===== src/bc45_pkg.sv =====
package bc45_pkg;

   localparam logic [16:0] ZSQ_FULL     = 17'd65025;
   localparam logic [11:0] RECIP7       = 12'd2341;
   localparam logic [11:0] RECIP5       = 12'd3277;
   localparam int          RECIP_SHIFT  = 14;
   localparam logic [7:0]  ALPHA_OPAQUE = 8'd255;
   localparam logic [7:0]  PAL_ZERO     = 8'd0;
   localparam logic [7:0]  PAL_FULL     = 8'd255;
   localparam logic [3:0]  LAST_TEXEL   = 4'd15;

   typedef struct packed {
      logic [7:0]  e0;
      logic [7:0]  e1;
      logic        wide;
      logic [47:0] idx;
   } half_desc_type;

   typedef struct packed {
      half_desc_type red;
      half_desc_type green;
      logic          normal;
   } block_desc_type;

   typedef struct packed {
      logic [10:0] num;
      logic [7:0]  direct;
      logic        use_direct;
      logic        div7;
   } pal_sel_type;

   typedef struct packed {
      logic [1:0] col;
      logic [1:0] row;
      logic       last;
      logic       normal;
      logic [7:0] red;
      logic [7:0] green;
   } texel_type;

   function automatic half_desc_type classify_half(logic [63:0] half);
      half_desc_type d;
      d.e0   = half[7:0];
      d.e1   = half[15:8];
      d.wide = (half[7:0] > half[15:8]);
      d.idx  = half[63:16];
      return d;
   endfunction

   function automatic pal_sel_type pal_select(half_desc_type h, logic [2:0] k);
      pal_sel_type s;
      logic [2:0]  w0;
      logic [2:0]  w1;
      s.direct     = h.e0;
      s.use_direct = 1'b1;
      s.div7       = h.wide;
      w0           = 3'd0;
      w1           = 3'd0;
      if (k == 3'd0) begin
         s.direct = h.e0;
      end else if (k == 3'd1) begin
         s.direct = h.e1;
      end else if (h.wide) begin
         w0           = 3'(4'd8 - {1'b0, k});
         w1           = 3'(k - 3'd1);
         s.use_direct = 1'b0;
      end else if (k < 3'd6) begin
         w0           = 3'(4'd6 - {1'b0, k});
         w1           = 3'(k - 3'd1);
         s.use_direct = 1'b0;
      end else if (k == 3'd6) begin
         s.direct = PAL_ZERO;
      end else begin
         s.direct = PAL_FULL;
      end
      s.num = ({8'd0, w0} * {3'd0, h.e0}) + ({8'd0, w1} * {3'd0, h.e1});
      return s;
   endfunction

   // floor(num/7) or floor(num/5) by reciprocal; exact for num <= 1785
   function automatic logic [7:0] pal_finish(pal_sel_type s);
      logic [22:0] prod;
      prod = {12'd0, s.num} * {11'd0, (s.div7 ? RECIP7 : RECIP5)};
      return s.use_direct ? s.direct : prod[RECIP_SHIFT +: 8];
   endfunction

endpackage


===== src/bc4_bc5_block_decoder.sv =====
// BC4/BC5 4x4 texture block decoder.
// Input channel (req_): one transaction carries a compressed block, red_half
// and green_half (green_half is read only in normal mode). Output channel
// (rsp_): sixteen transactions per block, one texel each in raster order,
// rsp_last_texel set on the sixteenth. Both channels use valid/stall.
// Config: csr_write_enable with csr_write_data selects normal mode (1, BC5
// with z rebuilt) or greyscale (0, BC4); write only while idle.
// Throughput: one texel per cycle while rsp_ is not stalled, set by the back end.
// A two-entry block queue holds the block being decoded plus one waiting
// block, so the front accepts one block ahead.
// Pipeline: the queue is written at the accepting edge; each texel then passes
// palette select, divide, z setup, the 8-stage square root and the output
// register, which drives rsp_valid.
// Reset: synchronous, clears the queue, pipeline and mode (greyscale).
// A stalled rsp_ holds its transaction and freezes the whole back pipeline;
// the front keeps accepting until the queue is full, then raises req_stall.
module bc4_bc5_block_decoder
   import bc45_pkg::*;
(
   input  logic        clock,
   input  logic        reset,
   input  logic        csr_write_enable,
   input  logic        csr_write_data,
   input  logic        req_valid,
   output logic        req_stall,
   input  logic [63:0] req_red_half,
   input  logic [63:0] req_green_half,
   output logic        rsp_valid,
   input  logic        rsp_stall,
   output logic [1:0]  rsp_texel_col,
   output logic [1:0]  rsp_texel_row,
   output logic [7:0]  rsp_red_value,
   output logic [7:0]  rsp_green_value,
   output logic [7:0]  rsp_blue_value,
   output logic [7:0]  rsp_alpha_value,
   output logic        rsp_last_texel
);

   logic           push;
   block_desc_type push_desc;
   logic           queue_full;
   logic           pop;
   logic           desc_valid;
   block_desc_type desc;

   bc45_front u_front (
      .clock            (clock),
      .reset            (reset),
      .req_valid        (req_valid),
      .req_stall        (req_stall),
      .req_red_half     (req_red_half),
      .req_green_half   (req_green_half),
      .csr_write_enable (csr_write_enable),
      .csr_write_data   (csr_write_data),
      .queue_full       (queue_full),
      .push             (push),
      .push_desc        (push_desc)
   );

   bc45_queue u_queue (
      .clock     (clock),
      .reset     (reset),
      .push      (push),
      .push_desc (push_desc),
      .full      (queue_full),
      .pop       (pop),
      .not_empty (desc_valid),
      .pop_desc  (desc)
   );

   bc45_back u_back (
      .clock           (clock),
      .reset           (reset),
      .desc_valid      (desc_valid),
      .desc            (desc),
      .pop             (pop),
      .rsp_valid       (rsp_valid),
      .rsp_stall       (rsp_stall),
      .rsp_texel_col   (rsp_texel_col),
      .rsp_texel_row   (rsp_texel_row),
      .rsp_red_value   (rsp_red_value),
      .rsp_green_value (rsp_green_value),
      .rsp_blue_value  (rsp_blue_value),
      .rsp_alpha_value (rsp_alpha_value),
      .rsp_last_texel  (rsp_last_texel)
   );

endmodule


===== src/bc45_front.sv =====
module bc45_front
   import bc45_pkg::*;
(
   input  logic           clock,
   input  logic           reset,
   input  logic           req_valid,
   output logic           req_stall,
   input  logic [63:0]    req_red_half,
   input  logic [63:0]    req_green_half,
   input  logic           csr_write_enable,
   input  logic           csr_write_data,
   input  logic           queue_full,
   output logic           push,
   output block_desc_type push_desc
);

   logic normal_mode_ff;
   logic normal_mode_in;

   always_comb begin
      normal_mode_in = csr_write_enable ? csr_write_data : normal_mode_ff;
   end

   always_ff @(posedge clock) begin
      if (reset) begin
         normal_mode_ff <= 1'b0;
      end else begin
         normal_mode_ff <= normal_mode_in;
      end
   end

   assign req_stall        = queue_full;
   assign push             = req_valid && !queue_full;
   assign push_desc.red    = classify_half(req_red_half);
   assign push_desc.green  = classify_half(req_green_half);
   assign push_desc.normal = normal_mode_ff;

endmodule


===== src/bc45_queue.sv =====
module bc45_queue
   import bc45_pkg::*;
(
   input  logic           clock,
   input  logic           reset,
   input  logic           push,
   input  block_desc_type push_desc,
   output logic           full,
   input  logic           pop,
   output logic           not_empty,
   output block_desc_type pop_desc
);

   block_desc_type entry_ff [2];
   logic           wr_ptr_ff;
   logic           wr_ptr_in;
   logic           rd_ptr_ff;
   logic           rd_ptr_in;
   logic [1:0]     count_ff;
   logic [1:0]     count_in;

   assign full      = (count_ff == 2'd2);
   assign not_empty = (count_ff != 2'd0);
   assign pop_desc  = entry_ff[rd_ptr_ff];

   always_comb begin
      wr_ptr_in = push ? !wr_ptr_ff : wr_ptr_ff;
      rd_ptr_in = pop ? !rd_ptr_ff : rd_ptr_ff;
      count_in  = count_ff;
      if (push && !pop) begin
         count_in = count_ff + 2'd1;
      end else if (pop && !push) begin
         count_in = count_ff - 2'd1;
      end
   end

   always_ff @(posedge clock) begin
      if (reset) begin
         wr_ptr_ff <= 1'b0;
         rd_ptr_ff <= 1'b0;
         count_ff  <= 2'd0;
      end else begin
         wr_ptr_ff <= wr_ptr_in;
         rd_ptr_ff <= rd_ptr_in;
         count_ff  <= count_in;
      end
   end

   always_ff @(posedge clock) begin
      if (push) begin
         entry_ff[wr_ptr_ff] <= push_desc;
      end
   end

endmodule


===== src/bc45_isqrt.sv =====
module bc45_isqrt
   import bc45_pkg::*;
(
   input  logic        clock,
   input  logic        reset,
   input  logic        enable,
   input  logic        in_valid,
   input  texel_type   in_tag,
   input  logic [15:0] in_value,
   output logic        out_valid,
   output texel_type   out_tag,
   output logic [7:0]  out_root
);

   // one root bit per stage, two radicand bits consumed per stage
   logic        valid_ff [8];
   texel_type   tag_ff   [8];
   logic [10:0] rem_ff   [8];
   logic [7:0]  root_ff  [8];
   logic [15:0] val_ff   [8];

   logic [10:0] rem_in   [8];
   logic [7:0]  root_in  [8];

   genvar j;
   generate
      for (j = 0; j < 8; j++) begin : g_stage
         logic [10:0] prev_rem;
         logic [7:0]  prev_root;
         logic [15:0] prev_val;
         logic        prev_valid;
         texel_type   prev_tag;
         logic [10:0] shifted;
         logic [10:0] trial;

         if (j == 0) begin : g_first
            assign prev_rem   = 11'd0;
            assign prev_root  = 8'd0;
            assign prev_val   = in_value;
            assign prev_valid = in_valid;
            assign prev_tag   = in_tag;
         end else begin : g_next
            assign prev_rem   = rem_ff[j-1];
            assign prev_root  = root_ff[j-1];
            assign prev_val   = val_ff[j-1];
            assign prev_valid = valid_ff[j-1];
            assign prev_tag   = tag_ff[j-1];
         end

         always_comb begin
            shifted = {prev_rem[8:0], prev_val[15:14]};
            trial   = {1'b0, prev_root, 2'b01};
            if (shifted >= trial) begin
               rem_in[j]  = shifted - trial;
               root_in[j] = {prev_root[6:0], 1'b1};
            end else begin
               rem_in[j]  = shifted;
               root_in[j] = {prev_root[6:0], 1'b0};
            end
         end

         always_ff @(posedge clock) begin
            if (reset) begin
               valid_ff[j] <= 1'b0;
            end else if (enable) begin
               valid_ff[j] <= prev_valid;
            end
         end

         always_ff @(posedge clock) begin
            if (enable) begin
               tag_ff[j]  <= prev_tag;
               rem_ff[j]  <= rem_in[j];
               root_ff[j] <= root_in[j];
               val_ff[j]  <= {prev_val[13:0], 2'b00};
            end
         end
      end
   endgenerate

   assign out_valid = valid_ff[7];
   assign out_tag   = tag_ff[7];
   assign out_root  = root_ff[7];

endmodule


===== src/bc45_back.sv =====
module bc45_back
   import bc45_pkg::*;
(
   input  logic           clock,
   input  logic           reset,
   input  logic           desc_valid,
   input  block_desc_type desc,
   output logic           pop,
   output logic           rsp_valid,
   input  logic           rsp_stall,
   output logic [1:0]     rsp_texel_col,
   output logic [1:0]     rsp_texel_row,
   output logic [7:0]     rsp_red_value,
   output logic [7:0]     rsp_green_value,
   output logic [7:0]     rsp_blue_value,
   output logic [7:0]     rsp_alpha_value,
   output logic           rsp_last_texel
);

   logic        advance;
   logic        issue;
   logic [3:0]  texel_ff;
   logic [3:0]  texel_in;

   logic        a_valid_ff;
   texel_type   a_tag_ff;
   pal_sel_type a_rsel_ff;
   pal_sel_type a_gsel_ff;
   texel_type   a_tag_in;

   logic        b_valid_ff;
   texel_type   b_tag_ff;
   texel_type   b_tag_in;

   logic        c_valid_ff;
   texel_type   c_tag_ff;
   logic [15:0] c_rem_ff;
   logic [15:0] c_rem_in;

   logic signed [9:0]  red_s;
   logic signed [9:0]  green_s;
   logic signed [19:0] red_sq;
   logic signed [19:0] green_sq;
   logic signed [20:0] rem_full;

   logic        sq_valid;
   texel_type   sq_tag;
   logic [7:0]  sq_root;
   logic [8:0]  z_sum;

   logic        rsp_valid_ff;
   texel_type   rsp_tag_ff;
   logic [7:0]  rsp_blue_ff;
   logic [7:0]  rsp_blue_in;

   assign advance = !(rsp_valid_ff && rsp_stall);
   assign issue   = advance && desc_valid;
   assign pop     = issue && (texel_ff == LAST_TEXEL);

   always_comb begin
      texel_in        = issue ? texel_ff + 4'd1 : texel_ff;
      a_tag_in.col    = texel_ff[1:0];
      a_tag_in.row    = texel_ff[3:2];
      a_tag_in.last   = (texel_ff == LAST_TEXEL);
      a_tag_in.normal = desc.normal;
      a_tag_in.red    = 8'd0;
      a_tag_in.green  = 8'd0;
   end

   always_comb begin
      b_tag_in       = a_tag_ff;
      b_tag_in.red   = pal_finish(a_rsel_ff);
      b_tag_in.green = a_tag_ff.normal ? pal_finish(a_gsel_ff) : pal_finish(a_rsel_ff);
   end

   always_comb begin
      red_s    = $signed({1'b0, b_tag_ff.red, 1'b0}) - 10'sd255;
      green_s  = $signed({1'b0, b_tag_ff.green, 1'b0}) - 10'sd255;
      red_sq   = red_s * red_s;
      green_sq = green_s * green_s;
      rem_full = $signed({4'd0, ZSQ_FULL}) - 21'(red_sq) - 21'(green_sq);
      c_rem_in = (rem_full > 21'sd0) ? rem_full[15:0] : 16'd0;
   end

   always_ff @(posedge clock) begin
      if (reset) begin
         texel_ff     <= 4'd0;
         a_valid_ff   <= 1'b0;
         b_valid_ff   <= 1'b0;
         c_valid_ff   <= 1'b0;
         rsp_valid_ff <= 1'b0;
      end else begin
         texel_ff <= texel_in;
         if (advance) begin
            a_valid_ff   <= desc_valid;
            b_valid_ff   <= a_valid_ff;
            c_valid_ff   <= b_valid_ff;
            rsp_valid_ff <= sq_valid;
         end
      end
   end

   always_ff @(posedge clock) begin
      if (advance) begin
         a_tag_ff    <= a_tag_in;
         a_rsel_ff   <= pal_select(desc.red, desc.red.idx[3*texel_ff +: 3]);
         a_gsel_ff   <= pal_select(desc.green, desc.green.idx[3*texel_ff +: 3]);
         b_tag_ff    <= b_tag_in;
         c_tag_ff    <= b_tag_ff;
         c_rem_ff    <= c_rem_in;
         rsp_tag_ff  <= sq_tag;
         rsp_blue_ff <= rsp_blue_in;
      end
   end

   bc45_isqrt u_isqrt (
      .clock     (clock),
      .reset     (reset),
      .enable    (advance),
      .in_valid  (c_valid_ff),
      .in_tag    (c_tag_ff),
      .in_value  (c_rem_ff),
      .out_valid (sq_valid),
      .out_tag   (sq_tag),
      .out_root  (sq_root)
   );

   always_comb begin
      z_sum       = {1'b0, sq_root} + 9'd255;
      rsp_blue_in = sq_tag.normal ? z_sum[8:1] : sq_tag.red;
   end

   assign rsp_valid       = rsp_valid_ff;
   assign rsp_texel_col   = rsp_tag_ff.col;
   assign rsp_texel_row   = rsp_tag_ff.row;
   assign rsp_red_value   = rsp_tag_ff.red;
   assign rsp_green_value = rsp_tag_ff.green;
   assign rsp_blue_value  = rsp_blue_ff;
   assign rsp_alpha_value = ALPHA_OPAQUE;
   assign rsp_last_texel  = rsp_tag_ff.last;

   a_last_corner: assert property (@(posedge clock) disable iff (reset)
      rsp_valid_ff && rsp_tag_ff.last |-> rsp_tag_ff.col == 2'd3 && rsp_tag_ff.row == 2'd3)
      else $error("last texel not at block corner");

   a_pop_end: assert property (@(posedge clock) disable iff (reset)
      pop |=> texel_ff == 4'd0)
      else $error("block popped before sixteenth texel");

   a_grey_copy: assert property (@(posedge clock) disable iff (reset)
      rsp_valid_ff && !rsp_tag_ff.normal |->
         rsp_blue_ff == rsp_tag_ff.red && rsp_tag_ff.green == rsp_tag_ff.red)
      else $error("greyscale texel channels differ");

   a_hold_stall: assert property (@(posedge clock) disable iff (reset)
      !advance |=> $stable(texel_ff) && $stable(a_valid_ff))
      else $error("pipeline moved under output stall");

endmodule

===== config.mk =====
export PLATFORM = sky130hd
export DESIGN_NAME = bc4_bc5_block_decoder
export DESIGN_NICKNAME = d
export VERILOG_FILES = /design/src/bc45_pkg.sv /design/src/bc4_bc5_block_decoder.sv /design/src/bc45_front.sv /design/src/bc45_queue.sv /design/src/bc45_isqrt.sv /design/src/bc45_back.sv
export SDC_FILE = /design/constraint.sdc
export NUM_CORES = 2
export LEC_CHECK = 0
export BUFFER_PORTS_ARGS = -buffer_cell sky130_fd_sc_hd__buf_4
export CORE_MARGIN = 5
export CORE_UTILIZATION = 55
export CTS_BUF_LIST = sky130_fd_sc_hd__clkbuf_2
export DETAILED_ROUTE_END_ITERATION = 8
export PLACE_DENSITY = 0.82
export SLEW_MARGIN = 20
export SYNTH_ARGS = -nofsm -noshare
export SYNTH_HDL_FRONTEND = slang
export SYNTH_HIERARCHICAL = 1
export SYNTH_SLANG_ARGS = --single-unit

===== constraint.sdc =====
create_clock -name clock -period 15.11 [get_ports clock]
set_input_delay 2.2665 -clock clock [delete_from_list [all_inputs] [get_ports clock]]
set_output_delay 2.2665 -clock clock [all_outputs]
set_load 0.02 [all_outputs]

**Word-level counts from Yosys, hierarchy flattened**

Memories as Yosys holds them, arrays and structs flattened. A register that Yosys moved wholly into a read port is not among the register bits.
Index checks and enable logic that the tools add are counted.

- Register bits after elaboration: 149
- RAM bits: 710
- Bits of input ports: 134
- Output and inout port bits: 39
- Memories: 6

- Add/sub/neg operators: 24
- $mul: 9
- Magnitude comparators: 13
- Equal/unequal tests: 6
- Shifts and indexed selects: 2
- Multiplexer cells: 75
- Bitwise logic cells: 8
- Reductions and logical operators: 19

Memories:

| name | words | bits a word | read ports | clocked after memory_dff | write ports | line | RTL |
|---|---|---|---|---|---|---|---|
| u_queue.entry_ff | 2 | 131 | 1 | 1 | 1 | bc45_queue.sv:14 | `block_desc_type entry_ff [2];` |
| u_back.u_isqrt.tag_ff | 8 | 22 | 8 | 0 | 8 | bc45_isqrt.sv:17 | `texel_type tag_ff [8];` |
| u_back.u_isqrt.val_ff | 8 | 14 | 7 | 0 | 8 | bc45_isqrt.sv:20 | `logic [15:0] val_ff [8];` |
| u_back.u_isqrt.rem_ff | 8 | 11 | 7 | 0 | 8 | bc45_isqrt.sv:18 | `logic [10:0] rem_ff [8];` |
| u_back.u_isqrt.root_ff | 8 | 8 | 8 | 0 | 8 | bc45_isqrt.sv:19 | `logic [7:0] root_ff [8];` |
| u_back.u_isqrt.valid_ff | 8 | 1 | 8 | 1 | 8 | bc45_isqrt.sv:16 | `logic valid_ff [8];` |

Operator list:

| cell | count |
|---|---|
| 2-to-1 mux 8 bit | 14 |
| 2-to-1 mux 11 bit | 10 |
| indexed part select 48 x 7 -> 3 bit | 2 |
| >= comparator 11 x 10 -> 1 bit | 7 |
| subtractor 11 x 10 -> 11 bit | 7 |
| 2-to-1 mux 3 bit | 20 |
| multiplier 11 x 12 -> 22 bit | 2 |
| multiplier 3 x 8 -> 11 bit | 4 |
| multiplier 10 x 10 -> 20 bit | 2 |
| 2-to-1 mux 1 bit | 29 |
| adder 11 bit | 2 |
| greater-than comparator 21 x 1 -> 1 bit, second input constant | 1 |
| subtractor 17 x 20 -> 21 bit, first input constant | 1 |
| subtractor 21 x 20 -> 21 bit | 1 |
| subtractor 9 x 8 -> 10 bit, second input constant | 2 |
| greater-than comparator 8 bit | 2 |
| adder 8 x 8 -> 9 bit, second input constant | 1 |
| OR 1 bit | 8 |
| logical NOT 1 bit | 7 |
| equality test 3 x 1 -> 1 bit, second input constant | 2 |
| equality test 3 bit, second input constant | 2 |
| logical AND 1 bit | 6 |
| logical NOT 3 bit | 2 |
| < comparator 3 bit, second input constant | 2 |
| other kinds (14) | 20 |

**Longest topological paths before layout**

- Depth in word-level cells: 10
- Mapped depth: 31
- Depth with buffers taken out: 28

**Cells and area by module**

Netlist, hierarchy kept.

By module, submodules not included:

| module | times used | cells an instance | area each (um^2) | seq. area each (um^2) |
|---|---|---|---|---|
| bc45_back | 1 | 2024 | 21391.8 | 4244.1 |
| bc45_isqrt | 1 | 683 | 12331.8 | 9999.6 |
| bc45_queue | 1 | 430 | 10035.9 | 7967.6 |
| bc45_front | 1 | 188 | 1410.1 | 20.0 |

**Worst setup path after synthesis**

Ideal clock, no wire load.

- Path type: input port to flip-flop
- Start point: input port rsp_stall
- End point: register u_back.texel_ff[3]
- Data arrival time: 14340 ps
- Data required time: 15040 ps
- Setup slack: 700 ps
- Stages on the path: 4
- Buffers on the path: 0
- Cells stage by stage: nand2_1 -> nand2_1 -> or3_1 -> a21oi_1

- Longest elaborated chain between the ends: 3

Ends and longest elaborated chain:

| what | line | RTL |
|---|---|---|
| from (decl) | bc4_bc5_block_decoder.sv:29 | `input logic rsp_stall,` |
| logical AND 1 bit | bc45_back.sv:56 | `assign advance = !(rsp_valid_ff && rsp_stall);` |
| logical NOT 1 bit | bc45_back.sv:56 |  |
| logical AND 1 bit | bc45_back.sv:57 | `assign issue = advance && desc_valid;` |
| to (signal assigned) | bc45_back.sv:93 | `texel_ff <= texel_in;` |
| to (decl) | bc45_back.sv:22 | `logic [3:0] texel_ff;` |

No other way between the ends.
A chain may end at the register's enable or synchronous reset.

==> flow_metrics.env <==
export IMPL_outcome="finished, final reports clean"
export IMPL_synth_top_area_cell="edfxtp_1"
export IMPL_relSlewSlack=0.315
export IMPL_gp_congestion=0.867
export IMPL_netlist_area_um2=45200
export IMPL_synth_area_top_cells="edfxtp_1, fa_1, ha_1"
export IMPL_drive_gt1_frac=0.184
export IMPL_ys_ff_latch=745
export IMPL_max_freq_mhz=117
export IMPL_post_cts_buffers=0
export IMPL_synth_adder_area_share=0.250
export IMPL_antenna_found_initial=3
export IMPL_track_usage=0.181
export IMPL_initialDrtViolationCount=1401
export IMPL_drtPass1Iterations=6
export IMPL_grt_overflow_total=0
export IMPL_clk_pin_slew_ps=100
export IMPL_grt_pass1_wl_um=127000
export IMPL_synth_xor_area_frac=0.0204
export IMPL_synth_flop_cell="edfxtp_1"
export IMPL_post_drt_wl_per_cell_um=16.1
export IMPL_worstSetupStartpointType="flip-flop"
export IMPL_dieArea_um2=88000
export IMPL_synth_compound_area_frac=0.0393
export IMPL_drv_slew=0
export IMPL_cts_tree="done"
export IMPL_wl_um=76200
export IMPL_post_cts_resized=0
export IMPL_tns_ps=0
export IMPL_period_needed_ps=8520
export IMPL_yosysUniqueCellTypes=80
export IMPL_hold_class="reg -> reg"
export IMPL_min_delay_start="u_back/u_isqrt/tag_ff[1][33]"
export IMPL_rsz0062_at_grt="false"
export IMPL_die_x_um=297
export IMPL_maxCapViolations=0
export IMPL_synth_top_family_by_area="adder cells"
export IMPL_pin_count=173
export IMPL_synth_edf_count=731
export IMPL_dp_hpwl_um=55900
export IMPL_cts_max_level=4
export IMPL_final_cell_mix="edfxtp_1, inv_1, fa_1, ha_1, clkbuf_2"
export IMPL_syn_avg_cell_area_um2=13.6
export IMPL_layout_nets=4335
export IMPL_area_growth_pct=6.83
export IMPL_cts_root_buf="clkbuf_2"
export IMPL_grt_max_degree=160
export IMPL_setup_viol=0
export IMPL_cts_sinks=745
export IMPL_synthArstFlopShare=0
export IMPL_tightest_slew_ps=1030
export IMPL_vias=24300
export IMPL_synth_top_cell_area_share=0.486
export IMPL_yosys_mux_area_fraction=0.0600
export IMPL_top_usage_layer="met2"
export IMPL_grt_pass1_vias=26300
export IMPL_use_met2=0.317
export IMPL_fp_coreArea_um2=81700
export IMPL_die_h_um=297
export IMPL_portBuffers=164
export IMPL_synth_simple_area_share=0.0599
export IMPL_synthCells=3325
export IMPL_hold_viol=0
export IMPL_finalClockSkew_ps=139
export IMPL_numCtsBuffers=182
export IMPL_cp_max_fo=57
export IMPL_rows=105
export IMPL_ys_seq_area_frac=0.492
export IMPL_end_kind="flip-flop"
export IMPL_viasPerCell=5.14
export IMPL_crit_arrival_ps=9550
export IMPL_layout_commonest_cell="edfxtp_1"
export IMPL_min_period_over_period=0.564
export IMPL_met1_usage=0.218
export IMPL_drc_errors=0
export IMPL_clock_latency_ps=1350
export IMPL_crit_required_ps=16140
export IMPL_yosys_warnings=6
export IMPL_grtUsageMet3=0.0464
export IMPL_start_util=0.553
export IMPL_critPathKind="reg -> reg"
export IMPL_drtAntennaViolNets=0
export IMPL_cts_hold_buf=0
export IMPL_clockBufferDepth=3
==> critical path, cell delays in order (launching register included) <==
cell and delay (ps):
dfxtp_4 530, buf_4 790, buf_4 890, mux2_4 360
mux4_2 460, mux4_2 560, ha_1 220, and2_1 250
or3_4 420, nor2_2 330, nand2_1 130, fa_1 490
fa_1 560, fa_1 400, inv_1 70, ha_1 170
inv_1 70, fa_1 460, inv_1 80, a21oi_1 50
o21ai_0 260, a21oi_1 120, nor2_1 120, o21ai_0 90
nand2b_1 80, a21oi_1 70, xnor2_1 120
==> cells by family (layout without fill, tap and decap cells) <==
group | Yosys count | after routing
AND/OR/NAND/NOR | 546 | 546
buffers and inverters | 765 | 1058
adder cells (fa/ha/maj) | 687 | 687
flip-flops | 745 | 745
other | 3 | 37
XOR/XNOR | 105 | 105
AO/OA/AOI/OAI | 288 | 288
multiplexers | 186 | 186
==> worst paths after layout <==
kind         slack [ps]  cells after the start                           end
max                6590                     26          u_back/a_rsel_ff[20]
min                 360                      0  u_back/u_isqrt/tag_ff[1][55]
min reg2reg         360                      0  u_back/u_isqrt/tag_ff[1][55]
max reg2reg        6590                     26          u_back/a_rsel_ff[20]
==> state kept, by name (all words and copies together) (netlist names), 15 cells and up, named ones only <==
| name | flops |
|---|---|
| u_back/a_gsel_ff | 21 |
| u_back/a_rsel_ff | 21 |
| u_back/b_tag_ff | 22 |
| u_back/c_rem_ff | 15 |
| u_back/c_tag_ff | 22 |
| u_back/u_isqrt/rem_ff | 57 |
| u_back/u_isqrt/root_ff | 36 |
| u_back/u_isqrt/tag_ff | 176 |
| u_back/u_isqrt/val_ff | 56 |
| u_queue/entry_ff | 262 |
==> synth_stat cells, types with 4 or more instances <==
| cell | number |
|---|---|
| a21oi_1 | 88 |
| a31oi_1 | 4 |
| o31ai_1 | 11 |
| xnor2_1 | 75 |
| buf_4 | 142 |
| o21ai_1 | 12 |
| and2_1 | 64 |
| buf_6 | 14 |
| or2_2 | 14 |
| ha_1 | 329 |
| nor3_1 | 51 |
| o21ai_0 | 75 |
| inv_1 | 559 |
| mux2_4 | 95 |
| clkbuf_1 | 32 |
| fa_1 | 358 |
| nand2_1 | 142 |
| o21a_1 | 10 |
| nor2b_1 | 31 |
| and3_1 | 6 |
| nor4_1 | 8 |
| mux4_2 | 25 |
| a211o_1 | 4 |
| mux2i_1 | 18 |
| a21o_1 | 24 |
| nand4_1 | 7 |
| nor2_2 | 13 |
| buf_1 | 4 |
| or3_1 | 11 |
| xor2_1 | 30 |
| dfxtp_1 | 14 |
| buf_2 | 11 |
| o21bai_1 | 13 |
| nor2_1 | 134 |
| a211oi_1 | 15 |
| mux2_2 | 47 |
| edfxtp_1 | 731 |
| or4_1 | 5 |
| nand2b_1 | 21 |
| nand3_1 | 19 |
==> routing by layer <==
| layer | wire length (µm) | vias to the layer above | share of wire |
|---|---|---|---|
| met5 | 0 | - | 0 |
| li1 | - | 11600 | - |
| met3 | 4210 | 148 | 0.055 |
| met2 | 39400 | 611 | 0.52 |
| met1 | 30500 | 11900 | 0.40 |
| met4 | 1980 | 0 | 0.026 |
==> per-stage QoR <==
step | worst slack, ps | cell area, µm² | std cells | utilization | hold WS (ps)
6_report | 6590 | 48300 | 4722 | 0.591 | 361
5_1_grt | 6160 | 48300 | 4721 | 0.590 | 354
4_1_cts | 6580 | 48200 | 4717 | 0.590 | 351
3_5_place_dp | 6660 | 46600 | 4399 | 0.570 | 405
3_3_place_gp | 6750 | 46600 | 4399 | 0.570 | 400
2_1_floorplan | 700 | 45300 | 3355 | - | 400
==> layout make-up <==
class,instances,area (µm²)
fillers,6364,33500
flip-flops and latches,745,22200
multi-input cells,1845,19500
inverters,561,2110
repair buffers,179,1370
well taps,1070,1340
clock buffers,255,1280
clock inverters,63,365
diodes,4,10.0
Power is not shown: default switching activity piles up to over one toggle a cycle in this logic, so the estimate is an artifact.
